File: src/rtl/core/fbl_pkg.sv
// Shared types and constants for the face box landmark check block.
`default_nettype none

package fbl_pkg;

    localparam int COORD_W    = 16;
    localparam int SUM_W      = 24;
    localparam int CNT_W      = 8;
    localparam int BOX_W      = 13;
    localparam int OUT_DATA_W = 56;

    typedef enum logic [1:0] {
        OP_CLEAR = 2'd0,
        OP_ADD   = 2'd1,
        OP_TEST  = 2'd2,
        OP_END   = 2'd3
    } t_op;

    typedef struct packed {
        logic signed [SUM_W-1:0]   sum;
        logic signed [COORD_W-1:0] lo;
        logic signed [COORD_W-1:0] hi;
    } t_axis_stats;

endpackage

`default_nettype wire

File: src/rtl/core/fbl_axis_fit.sv
// One-axis fit test: landmark span against 1.5x size, mean against the rectangle centre.
`default_nettype none

module fbl_axis_fit
    import fbl_pkg::*;
#(
    parameter int PIXEL_BITS = 12
) (
    input  wire t_axis_stats           i_stats,
    input  wire logic [CNT_W-1:0]      i_count,
    input  wire logic [PIXEL_BITS-1:0] i_edge,
    input  wire logic [PIXEL_BITS-1:0] i_size,
    output logic                       o_fit
);

    localparam int CW  = PIXEL_BITS + 5;
    localparam int HW  = PIXEL_BITS + 3;
    localparam int PCW = CNT_W + CW;
    localparam int PHW = CNT_W + HW;
    localparam int DW  = ((PCW > SUM_W) ? PCW : SUM_W) + 2;
    localparam int SPW = ((PIXEL_BITS + 6) > (COORD_W + 2)) ? (PIXEL_BITS + 6) : (COORD_W + 2);

    logic [PIXEL_BITS-2:0] half;
    logic [PIXEL_BITS:0]   centre;
    logic [CW-1:0]         centre16;
    logic [HW-1:0]         half16;
    logic [PCW-1:0]        prod_c;
    logic [PHW-1:0]        prod_h;
    logic signed [DW-1:0]  dev;
    logic [DW-1:0]         mag;
    logic signed [SPW-1:0] span;
    logic signed [SPW-1:0] limit;
    logic                  span_ok;
    logic                  mean_ok;

    always_comb begin
        half     = i_size[PIXEL_BITS-1:1];
        centre   = (PIXEL_BITS+1)'(i_edge) + (PIXEL_BITS+1)'(half);
        centre16 = {centre, 4'b0000};
        half16   = {half, 4'b0000};
        prod_c   = PCW'(i_count) * PCW'(centre16);
        prod_h   = PHW'(i_count) * PHW'(half16);
        dev      = DW'($signed(i_stats.sum)) - $signed(DW'(prod_c));
        mag      = dev[DW-1] ? DW'(-dev) : DW'(dev);
        mean_ok  = mag <= DW'(prod_h);
        span     = SPW'($signed(i_stats.hi)) - SPW'($signed(i_stats.lo));
        limit    = $signed(SPW'({i_size, 4'b0000}) + SPW'({i_size, 3'b000}));
        span_ok  = !(span > limit);
        o_fit    = span_ok && mean_ok;
    end

endmodule

`default_nettype wire

File: src/rtl/core/face_box_landmark_check_core.sv
// Top level of the face box landmark check block: landmark statistics and rectangle test.
//
//  channel  dir  tdata (low bit up)                         tuser
//  s_axis   in   point_x, point_y, rect_left, rect_top,     operation
//                rect_width, rect_height, zero pad
//  m_axis   out  box_left, box_top, box_width, box_height,  found
//                zero pad
//
//  An input transfer lands in the input register; from there it is applied to the
//  landmark state and any result is written to the output register.
//  One item per cycle is sustained while no output result is held; the fit test is one
//  pass of an 8 by (PIXEL_BITS+5)-bit and an 8 by (PIXEL_BITS+3)-bit multiplier per axis.
//  Reset clears the state, the match flag and both valid flags.
//  A held output result stalls the input register, and s_axis_tready follows it.
`default_nettype none

module face_box_landmark_check_core
    import fbl_pkg::*;
#(
    parameter int MAX_POINTS = 128,
    parameter int PIXEL_BITS = 12
) (
    input  wire logic                  i_clk,
    input  wire logic                  i_rst_n,
    input  wire logic                  s_axis_tvalid,
    output logic                       s_axis_tready,
    // point_x, point_y, rect_left, rect_top, rect_width, rect_height, zero pad
    input  wire logic [((32 + 4*PIXEL_BITS + 7) / 8) * 8 - 1:0] s_axis_tdata,
    // operation
    input  wire logic [1:0]            s_axis_tuser,
    output logic                       m_axis_tvalid,
    input  wire logic                  m_axis_tready,
    // box_left, box_top, box_width, box_height, zero pad
    output logic [OUT_DATA_W-1:0]      m_axis_tdata,
    // found
    output logic [0:0]                 m_axis_tuser
);

    localparam int IN_DATA_W = ((32 + 4*PIXEL_BITS + 7) / 8) * 8;
    localparam int RL_LO = 32;
    localparam int RT_LO = RL_LO + PIXEL_BITS;
    localparam int RW_LO = RT_LO + PIXEL_BITS;
    localparam int RH_LO = RW_LO + PIXEL_BITS;

    logic                  r_in_valid;
    logic [1:0]            r_in_user;
    logic [IN_DATA_W-1:0]  r_in_data;

    logic [CNT_W-1:0]          r_count,  n_count;
    logic signed [SUM_W-1:0]   r_sum_x,  n_sum_x;
    logic signed [SUM_W-1:0]   r_sum_y,  n_sum_y;
    logic signed [COORD_W-1:0] r_lo_x,   n_lo_x;
    logic signed [COORD_W-1:0] r_hi_x,   n_hi_x;
    logic signed [COORD_W-1:0] r_lo_y,   n_lo_y;
    logic signed [COORD_W-1:0] r_hi_y,   n_hi_y;
    logic                      r_match,  n_match;

    logic                  r_out_valid;
    logic [OUT_DATA_W-1:0] r_out_data;
    logic                  r_out_found;

    logic                      proc;
    logic                      emit;
    logic                      emit_found;
    t_op                       op;
    logic signed [COORD_W-1:0] px;
    logic signed [COORD_W-1:0] py;
    logic [PIXEL_BITS-1:0]     rl, rt, rw, rh;
    t_axis_stats               stats_x;
    t_axis_stats               stats_y;
    logic                      fit_x;
    logic                      fit_y;

    assign proc          = r_in_valid && (!r_out_valid || m_axis_tready);
    assign s_axis_tready = !r_in_valid || proc;
    assign m_axis_tvalid = r_out_valid;
    assign m_axis_tdata  = r_out_data;
    assign m_axis_tuser  = r_out_found;

    assign op = t_op'(r_in_user);
    assign px = $signed(r_in_data[15:0]);
    assign py = $signed(r_in_data[31:16]);
    assign rl = r_in_data[RL_LO +: PIXEL_BITS];
    assign rt = r_in_data[RT_LO +: PIXEL_BITS];
    assign rw = r_in_data[RW_LO +: PIXEL_BITS];
    assign rh = r_in_data[RH_LO +: PIXEL_BITS];

    assign stats_x = '{sum: r_sum_x, lo: r_lo_x, hi: r_hi_x};
    assign stats_y = '{sum: r_sum_y, lo: r_lo_y, hi: r_hi_y};

    fbl_axis_fit #(.PIXEL_BITS(PIXEL_BITS)) u_fit_x (
        .i_stats (stats_x),
        .i_count (r_count),
        .i_edge  (rl),
        .i_size  (rw),
        .o_fit   (fit_x)
    );

    fbl_axis_fit #(.PIXEL_BITS(PIXEL_BITS)) u_fit_y (
        .i_stats (stats_y),
        .i_count (r_count),
        .i_edge  (rt),
        .i_size  (rh),
        .o_fit   (fit_y)
    );

    always_comb begin
        n_count    = r_count;
        n_sum_x    = r_sum_x;
        n_sum_y    = r_sum_y;
        n_lo_x     = r_lo_x;
        n_hi_x     = r_hi_x;
        n_lo_y     = r_lo_y;
        n_hi_y     = r_hi_y;
        n_match    = r_match;
        emit       = 1'b0;
        emit_found = 1'b0;
        case (op)
            OP_CLEAR: begin
                n_count = '0;
                n_sum_x = '0;
                n_sum_y = '0;
                n_lo_x  = '0;
                n_hi_x  = '0;
                n_lo_y  = '0;
                n_hi_y  = '0;
                n_match = 1'b0;
            end
            OP_ADD: begin
                if (r_count < CNT_W'(MAX_POINTS)) begin
                    if (r_count == '0) begin
                        n_lo_x = px;
                        n_hi_x = px;
                        n_lo_y = py;
                        n_hi_y = py;
                    end else begin
                        if (px < r_lo_x) n_lo_x = px;
                        if (px > r_hi_x) n_hi_x = px;
                        if (py < r_lo_y) n_lo_y = py;
                        if (py > r_hi_y) n_hi_y = py;
                    end
                    n_sum_x = r_sum_x + SUM_W'(px);
                    n_sum_y = r_sum_y + SUM_W'(py);
                    n_count = r_count + 1'b1;
                end
            end
            OP_TEST: begin
                if (!r_match && r_count != '0 && fit_x && fit_y) begin
                    n_match    = 1'b1;
                    emit       = 1'b1;
                    emit_found = 1'b1;
                end
            end
            OP_END: begin
                emit    = !r_match;
                n_match = 1'b0;
            end
            default: begin
                emit = 1'b0;
            end
        endcase
    end

    always_ff @(posedge i_clk) begin
        if (!i_rst_n) begin
            r_in_valid <= 1'b0;
        end else if (s_axis_tready) begin
            r_in_valid <= s_axis_tvalid;
        end
    end

    always_ff @(posedge i_clk) begin
        if (s_axis_tready && s_axis_tvalid) begin
            r_in_user <= s_axis_tuser;
            r_in_data <= s_axis_tdata;
        end
    end

    always_ff @(posedge i_clk) begin
        if (!i_rst_n) begin
            r_count <= '0;
            r_sum_x <= '0;
            r_sum_y <= '0;
            r_lo_x  <= '0;
            r_hi_x  <= '0;
            r_lo_y  <= '0;
            r_hi_y  <= '0;
            r_match <= 1'b0;
        end else if (proc) begin
            r_count <= n_count;
            r_sum_x <= n_sum_x;
            r_sum_y <= n_sum_y;
            r_lo_x  <= n_lo_x;
            r_hi_x  <= n_hi_x;
            r_lo_y  <= n_lo_y;
            r_hi_y  <= n_hi_y;
            r_match <= n_match;
        end
    end

    always_ff @(posedge i_clk) begin
        if (!i_rst_n) begin
            r_out_valid <= 1'b0;
        end else if (proc && emit) begin
            r_out_valid <= 1'b1;
        end else if (m_axis_tready) begin
            r_out_valid <= 1'b0;
        end
    end

    always_ff @(posedge i_clk) begin
        if (proc && emit) begin
            r_out_found <= emit_found;
            if (emit_found) begin
                r_out_data <= {(OUT_DATA_W - 4*BOX_W)'(0), BOX_W'(rh), BOX_W'(rw),
                               BOX_W'(rt), BOX_W'(rl)};
            end else begin
                r_out_data <= {(OUT_DATA_W - 4*BOX_W)'(0), {(4*BOX_W){1'b1}}};
            end
        end
    end

endmodule

`default_nettype wire

File: config.mk
export PLATFORM = sky130hd
export DESIGN_NAME = face_box_landmark_check_core
export DESIGN_NICKNAME = d
export VERILOG_FILES = /design/src/rtl/core/fbl_pkg.sv /design/src/rtl/core/fbl_axis_fit.sv /design/src/rtl/core/face_box_landmark_check_core.sv
export SDC_FILE = /design/constraint.sdc
export NUM_CORES = 2
export LEC_CHECK = 0
export ABC_AREA = 1
export BUFFER_PORTS_ARGS = -buffer_cell sky130_fd_sc_hd__buf_2
export CAP_MARGIN = 20
export CORE_ASPECT_RATIO = 1.4
export CORE_UTILIZATION = 45
export CTS_BUF_LIST = sky130_fd_sc_hd__clkbuf_2
export CTS_CLUSTER_DIAMETER = 120
export CTS_CLUSTER_SIZE = 25
export DETAILED_ROUTE_END_ITERATION = 10
export PLACE_DENSITY_LB_ADDON = 0.15
export RECOVER_POWER = 50
export SLEW_MARGIN = 5
export SYNTH_ARGS = -nofsm -noshare
export SYNTH_HDL_FRONTEND = slang
export SYNTH_SLANG_ARGS = --single-unit
File: constraint.sdc
create_clock -name i_clk -period 12.75 [get_ports i_clk]
set_clock_uncertainty 0.05 [all_clocks]
set_input_delay 2.55 -clock i_clk [delete_from_list [all_inputs] [get_ports i_clk]]
set_output_delay 2.55 -clock i_clk [all_outputs]
set_load 0.05 [all_outputs]
# Word level (Yosys, flattened, before mapping)

Index checks and enable logic that the tools add are counted.

Register bits after elaboration: 262
Bits in latches: 0
Bits in writable memories: 0
Memory bits (read-only): 0
Input port bits: 86
Output and inout port bits: 59
Logic and storage cells: 110
Memories kept: 0

Add/subtract/negate cells: 13
Multiply operators: 4
Div/mod/pow operators: 0
Order comparisons: 9
Equal/unequal tests: 9
Shift operators: 0
Muxes and demuxes: 32
Bitwise gates (word level): 0
Reduce and logical (&&, ||, !) cells: 28

Operators by type and width:

| kind                                                          | count |
|---|---|
| 16-bit 2-to-1 mux                                             | 12 |
| 16-bit case mux with 2 select lines                           | 4 |
| 24-bit case mux with 2 select lines                           | 2 |
| 27-bit by 23-bit <= comparator with 1-bit output              | 2 |
| 27-bit 2-to-1 mux                                             | 2 |
| 27-bit negation                                               | 2 |
| 24-bit by 26-bit subtractor with 27-bit output                | 2 |
| 52-bit 2-to-1 mux                                             | 1 |
| 24-bit by 16-bit adder with 24-bit output                     | 2 |
| 24-bit 2-to-1 mux                                             | 2 |
| 8-bit by 13-bit multiplier with 21-bit output                 | 2 |
| 8-bit by 11-bit multiplier with 19-bit output                 | 2 |
| 18-bit > comparator                                           | 2 |
| 16-bit by 15-bit adder with 17-bit output                     | 2 |
| 16-bit by 16-bit subtractor with 17-bit output                | 2 |
| 16-bit > comparator                                           | 2 |
| 16-bit < comparator                                           | 2 |
| 12-bit by 11-bit adder with 13-bit output                     | 2 |
| 8-bit case mux with 2 select lines                            | 1 |
| 4-bit AND reduction                                           | 4 |
| 3-bit inequality test, second input constant                  | 4 |
| 8-bit by 1-bit adder with 8-bit output, second input constant | 1 |
| 1-bit logical AND                                             | 8 |
| 8-bit logical NOT                                             | 1 |
| 14 further kinds                                              | 29 |

# Logic depth before layout (Yosys ltp)

Word-level depth: 13
Mapped depth: 63

# By module

A second synthesis with hierarchy kept.

Cell total of the unflattened synthesis: 4,830
Area, all modules: 34,914.7 µm²

Modules (own cells, without submodules):

| module                       | instances | cells an instance | area an instance (µm²) |
|---|---|---|---|
| face_box_landmark_check_core | 1         | 1,628             | 13,534.2 |
| fbl_axis_fit at u_fit_x      | 1         | 1,612             | 10,735.3 |
| fbl_axis_fit at u_fit_y      | 1         | 1,590             | 10,645.2 |

# Worst setup path after synthesis

OpenSTA, ideal clock, no wires.

Path type: register -> register
Start point: reg r_in_data[70]
End point: reg r_out_data[0], in the netlist m_axis_tdata[0], enable pin
Setup time: 0.404 ns
Arrival: 10.291 ns
Data required time: 12.296 ns
Path slack: 2.004 ns
Stages on the path, launching flop included: 59
Path buffers: 2
Path through: edfxtp_1 -> clkbuf_1 -> inv_1 -> fa_1 -> o31ai_1 -> a21oi_1 -> o21bai_1 -> a21oi_1 -> o21ai_0 -> xnor2_1 -> nor2_1 -> fa_1 -> fa_1 -> fa_1 -> inv_1 -> fa_1 -> inv_1 -> ha_1 -> [... 23 more ...] -> inv_1 -> nand3_1 -> inv_1 -> a211oi_1 -> nand3_1 -> nand2_1 -> nand2_1 -> nand2_1 -> nand2_1 -> nand2_1 -> nand2_1 -> nor2_1 -> nand2_1 -> nor2_1 -> nand2_1 -> nand2_1 -> nand2_1 -> inv_1

Cells in the longest elaborated chain, start to end: 11

RTL lines:

| what                                             | RTL line                            | source |
|---|---|---|
| start, declared                                  | face_box_landmark_check_core.sv:47  | `logic [IN_DATA_W-1:0] r_in_data;` |
| start signal, assigned                           | face_box_landmark_check_core.sv:175 | `r_in_data <= s_axis_tdata;` |
| 12-bit by 11-bit adder with 13-bit output        | fbl_axis_fit.sv:38                  | `centre = (PIXEL_BITS+1)'(i_edge) + (PIXEL_BITS+1)'(half);` |
| 8-bit by 13-bit multiplier with 21-bit output    | fbl_axis_fit.sv:41                  | `prod_c = PCW'(i_count) * PCW'(centre16);` |
| 24-bit by 26-bit subtractor with 27-bit output   | fbl_axis_fit.sv:43                  | `dev = DW'($signed(i_stats.sum)) - $signed(DW'(prod_c));` |
| 27-bit negation                                  | fbl_axis_fit.sv:44                  | `mag = dev[DW-1] ? DW'(-dev) : DW'(dev);` |
| 27-bit 2-to-1 mux                                | fbl_axis_fit.sv:44                  |  |
| 27-bit by 23-bit <= comparator with 1-bit output | fbl_axis_fit.sv:45                  | `mean_ok = mag <= DW'(prod_h);` |
| 1-bit logical AND (*)                            | fbl_axis_fit.sv:49                  | `o_fit = span_ok && mean_ok;` |
| 1-bit logical AND (*)                            | face_box_landmark_check_core.sv:148 | `if (!r_match && r_count != '0 && fit_x && fit_y) begin` |
| 1-bit 2-to-1 mux (*)                             | face_box_landmark_check_core.sv:148 |  |
| 1-bit case mux with 2 select lines (*)           | face_box_landmark_check_core.sv:118 | `case (op)` |
| 1-bit logical AND (*)                            | face_box_landmark_check_core.sv:212 | `if (proc && emit) begin` |
| end signal, assigned                             | face_box_landmark_check_core.sv:215 | `r_out_data <= {(OUT_DATA_W - 4*BOX_W)'(0), BOX_W'(rh), BOX_W'(rw),` |
| end signal, assigned                             | face_box_landmark_check_core.sv:218 | `r_out_data <= {(OUT_DATA_W - 4*BOX_W)'(0), {(4*BOX_W){1'b1}}};` |
| end, declared                                    | face_box_landmark_check_core.sv:59  | `logic [OUT_DATA_W-1:0] r_out_data;` |

Every way passes the cells marked *; elsewhere a longest branch is shown, timed or not.
A chain may end at the register's enable or synchronous reset.

# Worst setup path after layout

Start point: reg r_in_data[70]
End point: reg r_out_data[43], in the netlist m_axis_tdata[43], enable pin

Same word-level chain as after synthesis.

==> flow_summary.toml <==
[cts]
clock-sinks = 255
clk-insertion-delay-late_ns = 1.09
post-cts-setup-buffer-count = 0
clockBufferDepth = 3
cts.clk_slew.worst_paths_ns = 0.44
cts_hold_repair.buffers = 0
ctsResizeCount = 0
cts_htree_levels = 1
tritoncts = "yes"
tritoncts.num_buffers = 15
clock_tree.root_cell = "sky130_fd_sc_hd__clkbuf_2"

[synthesis]
synth_top_cells_by_area = "sky130_fd_sc_hd__ha_1 17%, sky130_fd_sc_hd__fa_1 15%, sky130_fd_sc_hd__edfxtp_1 12%"
synth_async_sr_flop_share_pct = 0
ys_warn_count = 0
yosys.area_share.simple_pct = 20.92
synthAdderAreaFrac_pct = 32.41
synth_top_family_by_area = "adder cells"
number_of_cells_produced_by_synthesis = 4460
synth.ff_latch_count = 255
postSynth.topFlopCell = "sky130_fd_sc_hd__edfxtp_1"
synth-xor-area-share_pct = 4.726
synth_commonest_cells = "922 x sky130_fd_sc_hd__nand2_1, 832 x sky130_fd_sc_hd__inv_1, 462 x sky130_fd_sc_hd__ha_1, 432 x sky130_fd_sc_hd__a21oi_1, 331 x sky130_fd_sc_hd__nor2_1"
synth_compound_gate_area_share_pct = 11.45
number_of_flops_mapped_to_enable_cells_by_yosys = 132
synth_most_common_cell = "sky130_fd_sc_hd__nand2_1"
cell_type_with_the_largest_total_area_after_synthesis = "sky130_fd_sc_hd__ha_1"
yosys.area.top_type_share_pct = 17.37
avgSynthCellArea_um2 = 7.461
seq_area_frac_synth_pct = 19.31
yosys-mux-area-fraction_pct = 0
post_synth_instance_area_um2 = 33280
ys_types = 58

[final_layout]
fin_nets = 5339
layout.cells.non_filler = 5503
number_of_inserted_filler_cells_in_the_final_layout = 7544
area_growth_pct = 5.580
post_route_cells_drive_above_1_share_pct = 6.529

[grt]
grtUsageMet2_pct = 44.50
met1_track_usage_gr_pct = 34.03
grt-ovfl-total = 0
grt_use_total_pct = 25.68
globalRouteMet3Util_pct = 2.136
grt_pass1_vias = 27950
antenna_found_initial = 5
gr-max-usage-layer = "met2"
grt_pass1_wl_um = 151500
grt_start_max_net_pins = 69

[power]
vdd_ir_drop_max_mv = 0.06988
power.density_nw_per_um2 = 70.57
switching_share_pct = 44.55
p_seq_share_pct = 37.7
power_switching_uw = 1104
internal-power_uw = 1375
clkPwrFrac_pct = 13.9
combinationalPowerShare_pct = 48.4
leakagePower_uw = 0.01846

[setup_path]
timing.critical_path.from_type = "flop"
crit_path_class = "reg2reg"
reg2reg_depth = 57
crit-reg2reg-launch = "r_in_data[70]$_DFFE_PP_"
crit_path_max_incr_delay_ns = 0.75
timing.critical_path.to_type = "flop"
critPathRequiredTime_ns = 13.49
critPathSlowestCell = "sky130_fd_sc_hd__edfxtp_1"
cp.arrival_ns = 12.48
largest_fanout_on_the_critical_path = 26
rr_endpoint = "m_axis_tdata[43]$_SDFFCE_PP1P_"
cpMostUsedCell = "sky130_fd_sc_hd__nand2_1"
reg2reg_setup_slack_ns = 1.01

[hold_path]
hold-path-endpoint = "r_hi_x[5]$_SDFFE_PN0P_"
holdCritPathClass = "reg2reg"
worst_hold_path_depth = 2
hold_path_startpoint = "r_hi_x[5]$_SDFFE_PN0P_"

[die]
placement_rows = 117
pin_count = 145
floorplan.initialDensity_pct = 45.64
coreArea_um2 = 72900
die_h_um = 323.8
die_width_um = 231.8
fp.dieArea_um2 = 75050

[route]
routed_wire_length_per_instance_um = 17.22
drtPass1Iterations = 5
drc_errors = 0
drt_iter0_drc = 1407
ant_nets = 0
viasPerCell = 5.183
final_wirelength_um = 94750
vias = 28520

[placement]
placed_cells_incl_taps = 5476
dp_hpwl_um = 76360
place_congestion = 0.9723
port_buffers = 140

[run_status]
result_of_the_run = "complete, but fails checks"
violations = "capacitance limit, slew limit"

[timing]
rsz0062_at_grt = "false"
number_of_pins_exceeding_their_max_slew_limit_in_the_final_report = 223
worst_max_slew_margin_expressed_relative_to_the_limit_pct = -176.3
worst_slew_pin_slew_ns = 4.144
hold_ws_ns = 0.4533
finalHoldViolations = 0
totalNegativeSetupSlack_ns = 0
finalCritPeriodShare_pct = 92.08
max_freq_mhz = 85.18
setup_viol = 0
fin_crit_ns = 11.74

[flow_run]
cap_violations = 4
## placed cells by master, fill, tap and decap left out, types with 4 or more instances in the layout
master / n
sky130_fd_sc_hd__a211oi_1: 9
sky130_fd_sc_hd__a21o_1: 8
sky130_fd_sc_hd__a21oi_1: 432
sky130_fd_sc_hd__a21oi_2: 6
sky130_fd_sc_hd__a31oi_1: 4
sky130_fd_sc_hd__buf_2: 129
sky130_fd_sc_hd__buf_4: 34
sky130_fd_sc_hd__clkbuf_1: 18
sky130_fd_sc_hd__clkbuf_2: 20
sky130_fd_sc_hd__clkinv_1: 7
sky130_fd_sc_hd__conb_1: 4
sky130_fd_sc_hd__dfxtp_1: 123
sky130_fd_sc_hd__edfxtp_1: 132
sky130_fd_sc_hd__fa_1: 250
sky130_fd_sc_hd__ha_1: 462
sky130_fd_sc_hd__inv_1: 830
sky130_fd_sc_hd__inv_2: 16
sky130_fd_sc_hd__nand2_1: 922
sky130_fd_sc_hd__nand2_2: 23
sky130_fd_sc_hd__nand3_1: 146
sky130_fd_sc_hd__nand3_2: 8
sky130_fd_sc_hd__nand3b_1: 12
sky130_fd_sc_hd__nand4_1: 44
sky130_fd_sc_hd__nor2_1: 330
sky130_fd_sc_hd__nor2_2: 12
sky130_fd_sc_hd__nor2_4: 6
sky130_fd_sc_hd__nor3_1: 42
sky130_fd_sc_hd__nor3b_1: 7
sky130_fd_sc_hd__nor4_1: 4
sky130_fd_sc_hd__o2111ai_1: 4
sky130_fd_sc_hd__o211ai_1: 6
sky130_fd_sc_hd__o21a_1: 5
sky130_fd_sc_hd__o21ai_0: 184
sky130_fd_sc_hd__o21bai_1: 28
sky130_fd_sc_hd__o31ai_1: 6
sky130_fd_sc_hd__or2_1: 41
sky130_fd_sc_hd__or2_2: 21
sky130_fd_sc_hd__xnor2_1: 50
sky130_fd_sc_hd__xor2_1: 124
## per-layer routing
layer	up-vias	wire, um
li1	14340	-
met1	13460	42200
met2	604	45690
met3	113	4123
met4	4	2715
met5	-	25
## final cells by class
| cell class | instances | area, um2 | share of cell area [%] |
|---|---|---|---|
| Timing Repair Buffer | 182 | 988.4 | 2.813 |
| Tap cell | 952 | 1191 | 3.390 |
| Multi-Input combinational cell | 3234 | 23160 | 65.92 |
| Inverter | 853 | 3203 | 9.117 |
| Clock inverter | 5 | 60.06 | 0.1709 |
| Antenna cell | 2 | 5.005 | 0.01425 |
| Clock buffer | 20 | 100.1 | 0.2849 |
| Sequential cell | 255 | 6426 | 18.29 |
## worst max-delay path by stage
stage                                 start                              to  slack [ns]  depth (start not counted)
floorplan           r_in_data[70]$_DFFE_PP_   m_axis_tdata[0]$_SDFFCE_PP1P_        2.00                         58
global placement    r_in_data[70]$_DFFE_PP_  m_axis_tdata[45]$_SDFFCE_PP1P_        1.34                         59
detailed placement  r_in_data[70]$_DFFE_PP_  m_axis_tdata[45]$_SDFFCE_PP1P_        1.12                         59
CTS                 r_in_data[70]$_DFFE_PP_  m_axis_tdata[20]$_SDFFCE_PP1P_        1.02                         59
global route        r_in_data[70]$_DFFE_PP_  m_axis_tdata[20]$_SDFFCE_PP1P_        0.22                         59
finish              r_in_data[70]$_DFFE_PP_  m_axis_tdata[43]$_SDFFCE_PP1P_        1.01                         57
## cell families after synthesis
| family | count (synthesis) |
|---|---|
| AO/OA/AOI/OAI | 709 |
| adder cells (fa/ha/maj) | 712 |
| buffers and inverters | 974 |
| flip-flops | 255 |
| AND/OR/NAND/NOR | 1632 |
| other | 1 |
| XOR/XNOR | 177 |
## critical path, delay by kind of cell (launching register included)
family                   cells  cell delay [ns]
buffers and inverters        7             1.42
AND/OR/NAND/NOR             23             2.21
XOR/XNOR                     3             0.65
AO/OA/AOI/OAI               16             2.83
adder cells (fa/ha/maj)      8             3.56
flip-flops                   1             0.75
## state kept, by name (all words and copies together), names as in the netlist
signal,cells
m_axis_tdata,49
m_axis_tuser,1
m_axis_tvalid,1
op,2
r_count,8
r_hi_x,16
r_hi_y,16
r_in_data,80
r_in_valid,1
r_lo_x,16
r_lo_y,16
r_match,1
r_sum_x,24
r_sum_y,24
## power groups by stage
stage          sequential, uW  combinational, uW  clock, uW
2_1_floorplan             929                877          0
3_3_place_gp              947               1190          0
3_5_place_dp              948               1200          0
4_1_cts                   934               1210        368
5_1_grt                   940               1370        388
6_report                  935               1200        344
## metrics by stage
stage / power, uW / cell area [um2] / setup WS, ns / utilization, %
2_1_floorplan: 1806 / 33290 / 2.004 / -
3_3_place_gp: 2137 / 35020 / 1.339 / 48.04
3_5_place_dp: 2146 / 35020 / 1.115 / 48.04
4_1_cts: 2507 / 35180 / 1.021 / 48.26
5_1_grt: 2694 / 35130 / 0.2201 / 48.19
6_report: 2479 / 35130 / 1.010 / 48.19
Note: power is estimated with default switching activity, not from simulation.
